`src/sync_framed_packet_receiver_macros.svh`:
```
// Assertion macros for the sync framed packet receiver.
// No dependencies; included by sync_framed_packet_receiver, which carries the assertions.
`ifndef SYNC_FRAMED_PACKET_RECEIVER_MACROS_SVH
`define SYNC_FRAMED_PACKET_RECEIVER_MACROS_SVH

// Same-cycle implication, held off during reset.
`define SFPR_ASSERT_NOW(label, clock, reset, ante, cons, msg) \
  label: assert property (@(posedge clock) disable iff (reset) (ante) |-> (cons)) \
    else $error(msg);

// Next-cycle implication, held off during reset.
`define SFPR_ASSERT_NEXT(label, clock, reset, ante, cons, msg) \
  label: assert property (@(posedge clock) disable iff (reset) (ante) |=> (cons)) \
    else $error(msg);

`endif

```
`src/sfpr_pkg.sv`:
```
// Shared types and constants for the sync framed packet receiver.
// No dependencies; used by sfpr_step and sync_framed_packet_receiver.
package sfpr_pkg;

  localparam int TYPE_COUNT    = 8;
  localparam int HEADER_BYTES  = 2;
  localparam int TRAILER_BYTES = 2;

  localparam logic [7:0] SYNC_FIRST  = 8'hAA;
  localparam logic [7:0] SYNC_SECOND = 8'h55;

  localparam logic [2:0] PH_WAIT_AA  = 3'd0;
  localparam logic [2:0] PH_WAIT_55  = 3'd1;
  localparam logic [2:0] PH_TYPE     = 3'd2;
  localparam logic [2:0] PH_SIZE     = 3'd3;
  localparam logic [2:0] PH_PAYLOAD  = 3'd4;
  localparam logic [2:0] PH_CHECK    = 3'd5;

  localparam logic [3:0] ST_UNSYNC       = 4'd0;
  localparam logic [3:0] ST_SYNC1        = 4'd1;
  localparam logic [3:0] ST_SYNC2        = 4'd2;
  localparam logic [3:0] ST_TYPE         = 4'd3;
  localparam logic [3:0] ST_UNKNOWN_TYPE = 4'd4;
  localparam logic [3:0] ST_BAD_SIZE     = 4'd5;
  localparam logic [3:0] ST_SIZE         = 4'd6;
  localparam logic [3:0] ST_PAYLOAD      = 4'd7;
  localparam logic [3:0] ST_PAYLOAD_DONE = 4'd8;
  localparam logic [3:0] ST_CHECK_OK     = 4'd9;
  localparam logic [3:0] ST_CHECK_ERR    = 4'd10;

  localparam logic [1:0] REG_INSTALLED_TYPES = 2'd0;
  localparam logic [1:0] REG_EXPECTED_SIZES  = 2'd1;
  localparam logic [1:0] REG_ANY_SIZE        = 2'd2;

  typedef struct packed {
    logic [2:0] phase;
    logic [7:0] running_xor;
    logic [2:0] current_type;
    logic [8:0] bytes_left;
    logic [8:0] write_index;
  } state_t;

  typedef struct packed {
    logic [3:0] status;
    logic       data_valid;
    logic [7:0] data_byte;
    logic [8:0] byte_index;
    logic [2:0] packet_type;
    logic       packet_good;
  } result_t;

endpackage

```
`src/sfpr_step.sv`:
```
// Per-beat parser step: next framing state and result for one received byte.
// Depends on sfpr_pkg.
module sfpr_step (
  input  sfpr_pkg::state_t  cur,
  input  logic [7:0]        rx,
  input  logic [7:0]        installed_type_mask,
  input  logic [63:0]       expected_sizes,
  input  logic [7:0]        any_size_mask,
  output sfpr_pkg::state_t  nxt,
  output sfpr_pkg::result_t res
);
  import sfpr_pkg::*;

  logic [7:0] want;
  logic       any;
  logic [8:0] size_ext;
  logic       size_bad;

  assign want     = expected_sizes[{cur.current_type, 3'b000} +: 8];
  assign any      = any_size_mask[cur.current_type];
  assign size_ext = {1'b0, rx} + 9'(TRAILER_BYTES);
  assign size_bad = (!any && (want != rx)) || (size_ext <= 9'(HEADER_BYTES));

  always_comb begin
    nxt = cur;
    res = '0;
    case (cur.phase)
      PH_WAIT_55: begin
        if (rx == SYNC_SECOND) begin
          nxt.phase       = PH_TYPE;
          nxt.running_xor = '0;
          res.status      = ST_SYNC2;
        end else begin
          nxt.phase  = PH_WAIT_AA;
          res.status = ST_UNSYNC;
        end
      end
      PH_TYPE: begin
        nxt.running_xor = cur.running_xor ^ rx;
        if (rx >= 8'(TYPE_COUNT)) begin
          nxt.phase  = PH_WAIT_AA;
          res.status = ST_UNSYNC;
        end else begin
          nxt.current_type = rx[2:0];
          if (!installed_type_mask[rx[2:0]]) begin
            nxt.phase  = PH_WAIT_AA;
            res.status = ST_UNKNOWN_TYPE;
          end else begin
            nxt.phase      = PH_SIZE;
            res.status     = ST_TYPE;
            res.data_valid = 1'b1;
            res.data_byte  = rx;
          end
        end
      end
      PH_SIZE: begin
        if (size_bad) begin
          nxt.phase  = PH_WAIT_AA;
          res.status = ST_BAD_SIZE;
        end else begin
          nxt.running_xor = cur.running_xor ^ rx;
          nxt.bytes_left  = size_ext - 9'(HEADER_BYTES);
          nxt.write_index = 9'd2;
          nxt.phase       = PH_PAYLOAD;
          res.status      = ST_SIZE;
          res.data_valid  = 1'b1;
          res.data_byte   = rx;
          res.byte_index  = 9'd1;
        end
      end
      PH_PAYLOAD: begin
        nxt.running_xor = cur.running_xor ^ rx;
        res.data_valid  = 1'b1;
        res.data_byte   = rx;
        res.byte_index  = cur.write_index;
        nxt.write_index = cur.write_index + 9'd1;
        if (cur.bytes_left <= 9'd1) begin
          nxt.bytes_left = '0;
          nxt.phase      = PH_CHECK;
          res.status     = ST_PAYLOAD_DONE;
        end else begin
          nxt.bytes_left = cur.bytes_left - 9'd1;
          res.status     = ST_PAYLOAD;
        end
      end
      PH_CHECK: begin
        nxt.phase       = PH_WAIT_AA;
        nxt.write_index = '0;
        if (rx == cur.running_xor) begin
          res.status      = ST_CHECK_OK;
          res.packet_good = 1'b1;
        end else begin
          res.status = ST_CHECK_ERR;
        end
      end
      default: begin
        nxt.running_xor = '0;
        if (rx == SYNC_FIRST) begin
          nxt.phase  = PH_WAIT_55;
          res.status = ST_SYNC1;
        end else begin
          nxt.phase  = PH_WAIT_AA;
          res.status = ST_UNSYNC;
        end
      end
    endcase
    res.packet_type = nxt.current_type;
  end

endmodule

```
`src/sync_framed_packet_receiver.sv`:
```
// Sync framed packet receiver: top level with beat registers and config registers.
// Depends on sfpr_pkg, sfpr_step and sync_framed_packet_receiver_macros.svh.
//
// Usage:
//   Input channel (in_valid / in_stall / rx_byte) takes one received byte a beat.
//   Output channel (out_valid / out_stall / status ... packet_good) gives exactly
//   one result beat for each input beat, in order.
//   Config channel (cfg_valid / cfg_ready / cfg_index / cfg_data) writes
//   0 installed type mask, 1 expected sizes (byte t for type t), 2 any-size mask.
//   cfg_ready is always high; write only while the receiver is idle.
// Result path: input register, then one pass of the parser step into the output
//   register.
// Throughput: one byte per cycle while out_stall does not hold a full output register.
// Reset: rst empties both beat registers and clears the framing state and all config
//   registers; the receiver starts hunting for the sync pair.
// Stall: while out_stall holds a full output register, the parser step stops
//   and in_stall rises once the input register is also full.
`include "sync_framed_packet_receiver_macros.svh"

module sync_framed_packet_receiver (
  input  logic        clk,
  input  logic        rst,
  input  logic        in_valid,
  output logic        in_stall,
  input  logic [7:0]  rx_byte,
  output logic        out_valid,
  input  logic        out_stall,
  output logic [3:0]  status,
  output logic        data_valid,
  output logic [7:0]  data_byte,
  output logic [8:0]  byte_index,
  output logic [2:0]  packet_type,
  output logic        packet_good,
  input  logic        cfg_valid,
  output logic        cfg_ready,
  input  logic [1:0]  cfg_index,
  input  logic [63:0] cfg_data
);
  import sfpr_pkg::*;

  logic        in_full;
  logic [7:0]  in_byte;
  logic        advance;
  logic [7:0]  installed_type_mask;
  logic [63:0] expected_sizes;
  logic [7:0]  any_size_mask;
  state_t      state;
  state_t      state_next;
  result_t     step_res;
  result_t     result;

  assign advance   = in_full && (!out_valid || !out_stall);
  assign in_stall  = in_full && !advance;
  assign cfg_ready = 1'b1;

  sfpr_step u_step (
    .cur                 (state),
    .rx                  (in_byte),
    .installed_type_mask (installed_type_mask),
    .expected_sizes      (expected_sizes),
    .any_size_mask       (any_size_mask),
    .nxt                 (state_next),
    .res                 (step_res)
  );

  always_ff @(posedge clk) begin
    if (rst) begin
      installed_type_mask <= '0;
      expected_sizes      <= '0;
      any_size_mask       <= '0;
    end else if (cfg_valid && cfg_ready) begin
      case (cfg_index)
        REG_INSTALLED_TYPES: installed_type_mask <= cfg_data[7:0];
        REG_EXPECTED_SIZES:  expected_sizes      <= cfg_data;
        REG_ANY_SIZE:        any_size_mask       <= cfg_data[7:0];
        default: ;
      endcase
    end
  end

  // input beat register
  always_ff @(posedge clk) begin
    if (rst) begin
      in_full <= 1'b0;
    end else if (!in_stall) begin
      in_full <= in_valid;
    end
  end

  always_ff @(posedge clk) begin
    if (in_valid && !in_stall) begin
      in_byte <= rx_byte;
    end
  end

  // framing state
  always_ff @(posedge clk) begin
    if (rst) begin
      state <= '0;
    end else if (advance) begin
      state <= state_next;
    end
  end

  // output beat register
  always_ff @(posedge clk) begin
    if (rst) begin
      out_valid <= 1'b0;
    end else if (advance) begin
      out_valid <= 1'b1;
    end else if (!out_stall) begin
      out_valid <= 1'b0;
    end
  end

  always_ff @(posedge clk) begin
    if (advance) begin
      result <= step_res;
    end
  end

  assign status      = result.status;
  assign data_valid  = result.data_valid;
  assign data_byte   = result.data_byte;
  assign byte_index  = result.byte_index;
  assign packet_type = result.packet_type;
  assign packet_good = result.packet_good;

  `SFPR_ASSERT_NOW(a_good_only_on_ok, clk, rst, out_valid && packet_good,
    status == ST_CHECK_OK, "packet_good without checksum ok")
  `SFPR_ASSERT_NOW(a_no_data_zero, clk, rst, out_valid && !data_valid,
    data_byte == 8'd0 && byte_index == 9'd0, "data fields set without data_valid")
  `SFPR_ASSERT_NOW(a_count_in_payload, clk, rst, state.phase != PH_PAYLOAD,
    state.bytes_left == 9'd0, "bytes left outside payload phase")
  `SFPR_ASSERT_NEXT(a_state_holds, clk, rst, !advance,
    $stable(state), "framing state moved without a beat")

endmodule
```
`config.mk`:
```
export PLATFORM = sky130hd
export DESIGN_NAME = sync_framed_packet_receiver
export DESIGN_NICKNAME = d
export VERILOG_FILES = /design/src/sfpr_pkg.sv /design/src/sfpr_step.sv /design/src/sync_framed_packet_receiver.sv
export VERILOG_INCLUDE_DIRS = /design/src /design/src/src
export SDC_FILE = /design/constraint.sdc
export NUM_CORES = 1
export LEC_CHECK = 0
export BUFFER_PORTS_ARGS = -buffer_cell sky130_fd_sc_hd__buf_2
export CORE_MARGIN = 1
export CORE_UTILIZATION = 50
export DETAILED_ROUTE_END_ITERATION = 10
export PLACE_DENSITY = 0.71
export SETUP_SLACK_MARGIN = 0.4
export SLEW_MARGIN = 20
export SYNTH_ARGS = -nofsm -noshare
export SYNTH_HDL_FRONTEND = slang
export SYNTH_SLANG_ARGS = --single-unit
```
`constraint.sdc`:
```
create_clock -name clk -period 3.4 [get_ports clk]
set_input_delay 0.68 -clock clk [delete_from_list [all_inputs] [get_ports clk]]
set_output_delay 0.68 -clock clk [all_outputs]
set_load 0.005 [all_outputs]
```
==> reports/metrics.yaml <==
clock_network:
  htreeDepth: 4
  clkLatencyLatePin_ns: 0.43
  clock_path_buffers: 2
  cts_made_buffers: 17
  cts_tree: "built"
  clock_sinks: 148
  clk_pin_slew_ns: 0.06
  root_buffer: "clkbuf_16"
cells_and_area:
  antenna_cells: 0
  most-common-layout-cells: "nand2_1, dfxtp_1, a21oi_1, buf_2, nor2_1"
  final_common_cell: "nand2_1"
  final_nets: 1003
  finalCoreUtilization_pct: 61.9
  drive_gt1_share_pct: 22.4
  area_growth_pct: 19.4
grt:
  grt_antenna_before_repair: 0
  grt_pass1_vias: 5590
  overflow: 0
  grt_pass1_wl_um: 28400
  track_usage_pct: 24.8
  grt_max_degree: 65
critical_path:
  crit_path_max_fanout: 12
  path_common_cell: "buf_12"
  end_kind: "flop"
  crit_slowest_cell: "mux4_1"
  reg2reg_depth: 10
  crit_type: "reg -> reg"
  start_kind: "flop"
  path_cells: "buf_12 -> mux4_1 -> mux2i_1 -> xor2_1 -> nand4_1 -> o31ai_4 -> buf_12 -> a31oi_4 -> buf_4 -> a211oi_1"
  cpPeakStageDelay_ns: 0.57
  cp.arrival_ns: 3.10
  critPathRequiredTime_ns: 3.60
floorplan:
  core_area_mm2: 0.0140
  die_h_um: 123
  num_rows: 43
  num_io_pins: 108
  design.die.area_mm2: 0.0151
  die_x_um: 123
  initial_core_util_pct: 51.9
drt:
  vias: 6362
  first_pass_iters: 7
  routed_wl_um: 17900
  ant_nets: 0
  viasPerCell: 5.72
  drtIter0Drc: 454
  drc_errors: 0
  wl_per_cell_um: 16.1
status:
  status: "finished clean"
yosys:
  ys_warn_count: 0
  ys.flop_type: "dfxtp_1"
  synth_cell_types: 60
  netlist_area_mm2: 0.00728
  yosysTopAreaCell: "dfxtp_1"
  seq_area_frac_synth_pct: 45.4
  synthesis.nets: 903
  synth_top_area_share_pct: 31.3
  synth_enable_flop_cells: 34
  yosys_register_bits: 148
  synth.area.top_cells: "dfxtp_1, edfxtp_1, nand2_1"
  synth.avg_cell_area_um2: 8.89
  netlist_instances: 819
  async_flop_share_pct: 0
sta:
  min_period_ns: 2.90
  tightest_slew_ns: 0.995
  hold_viol: 0
  rsz0062_at_grt: "true"
  tns_ns: 0
  max_freq_mhz: 345
  slew_violations: 0
  slew_headroom_pct: 33.7
  fin_worst_skew_ns: 0.00700
  period_share_pct: 85.3
  report.final.setup_viol: 0
placement:
  io_buffers: 106
  place.gp.congestion: 0.862
  dp_hpwl_um: 12000
pwr:
  ir_drop_mv: 0.340
  p_per_area_mw_per_mm2: 461
  power_leakage_nw: 3.22
hold_path:
  hold_depth: 1
  hp-class: "in -> reg"
run:
  max-cap-violations: 0
==> stage by stage <==
step	cell area, um2	hold slack [ns]	instances	power (mW)	setup WS (ns)
final	8690	0.435	1112	4.01	0.499
after global routing	8690	0.421	1112	4.14	0.390
after CTS	8620	0.421	1106	4.03	0.424
after detailed placement	7930	0.445	1064	2.27	0.249
after global placement	7930	0.439	1064	2.26	0.375
after floorplan	7280	0.432	819	2.14	0.675
==> power breakdown <==
part	switching (mW)	internal [mW]	total, mW
sequential	0.0421	1.85	1.90
clock	0.675	1.08	1.76
combinational	0.194	0.161	0.354
total	0.911	3.10	4.01
==> layout make-up <==
class	instances	area [um2]
fill	1219	5350
timing repair buffer	143	861
clock buffer	30	548
clock inverter	2	10.0
inverter	16	60.1
sequential	148	3310
multi-input combinational	593	3680
tap	180	225
==> worst max-delay path, delay by kind of cell, from the launching register on <==
family,cells,cell delay [ns]
multiplexers,2,0.77
AO/OA/AOI/OAI,3,0.67
buffers and inverters,3,0.49
flip-flops,1,0.38
AND/OR/NAND/NOR,1,0.18
XOR/XNOR,1,0.17
==> flip-flops by register name (all words and copies together) (netlist names) <==
name,flops
packet_type,3
out_valid,1
any_size_mask,8
data_valid,1
state,32
in_full,1
byte_index,9
installed_type_mask,8
in_byte,8
packet_good,1
status,4
data_byte,8
expected_sizes,64
==> final timing paths <==
kind / start / end / slack, ns
worst max-delay path: state[18] / data_byte[2] / 0.50
worst max register to register: state[18] / data_byte[2] / 0.50
worst min-delay path: rx_byte[6] / in_byte[6] / 0.44
worst min register to register: expected_sizes[7] / expected_sizes[7] / 0.45
==> repair_timing <==
action	in CTS	in global routing
gates cloned	2	0
endpoints found under the setup margin	19	21
pin swaps	3	3
buffers inserted	8	6
gates resized for setup	3	8
hold buffers	0	0
==> Yosys cell counts (8+ instances only) <==
cell type    n
nor2_1      53
nand2b_1    10
nand3_1     23
a31oi_1     10
mux4_2      10
mux2i_1     31
and2_1      14
edfxtp_1    34
xnor2_1     18
o21ai_0     10
or3_1       11
buf_1       11
mux2_2      10
o31ai_1      8
clkbuf_1    42
inv_1       13
a21oi_1    105
nor3_1      18
dfxtp_1    114
nand2_1    157
==> per-layer routing <==
metal | wire length, um | vias to the layer above | share of wire (%) | track usage, %
met5 | 0 | - | 0 | 0
met4 | 463 | 0 | 2.6 | 9.60
met3 | 1080 | 41 | 6.0 | 5.44
met2 | 8540 | 248 | 48 | 39.7
met1 | 7840 | 2983 | 44 | 32.6
li1 | - | 3090 | - | -
==> logic make-up (layout without fill, tap and decap cells) <==
group / after synthesis / count (layout) / synth area share, %
AND/OR/NAND/NOR: 338 / 338 / 21.7
other: 1 / 1 / 0.0515
XOR/XNOR: 25 / 25 / 3.01
AO/OA/AOI/OAI: 169 / 170 / 14.2
flip-flops: 148 / 148 / 45.4
buffers and inverters: 79 / 191 / 4.81
multiplexers: 54 / 54 / 9.98
adder cells (fa/ha/maj): 5 / 5 / 0.859
No activity file was read; power rests on OpenSTA's default activity.
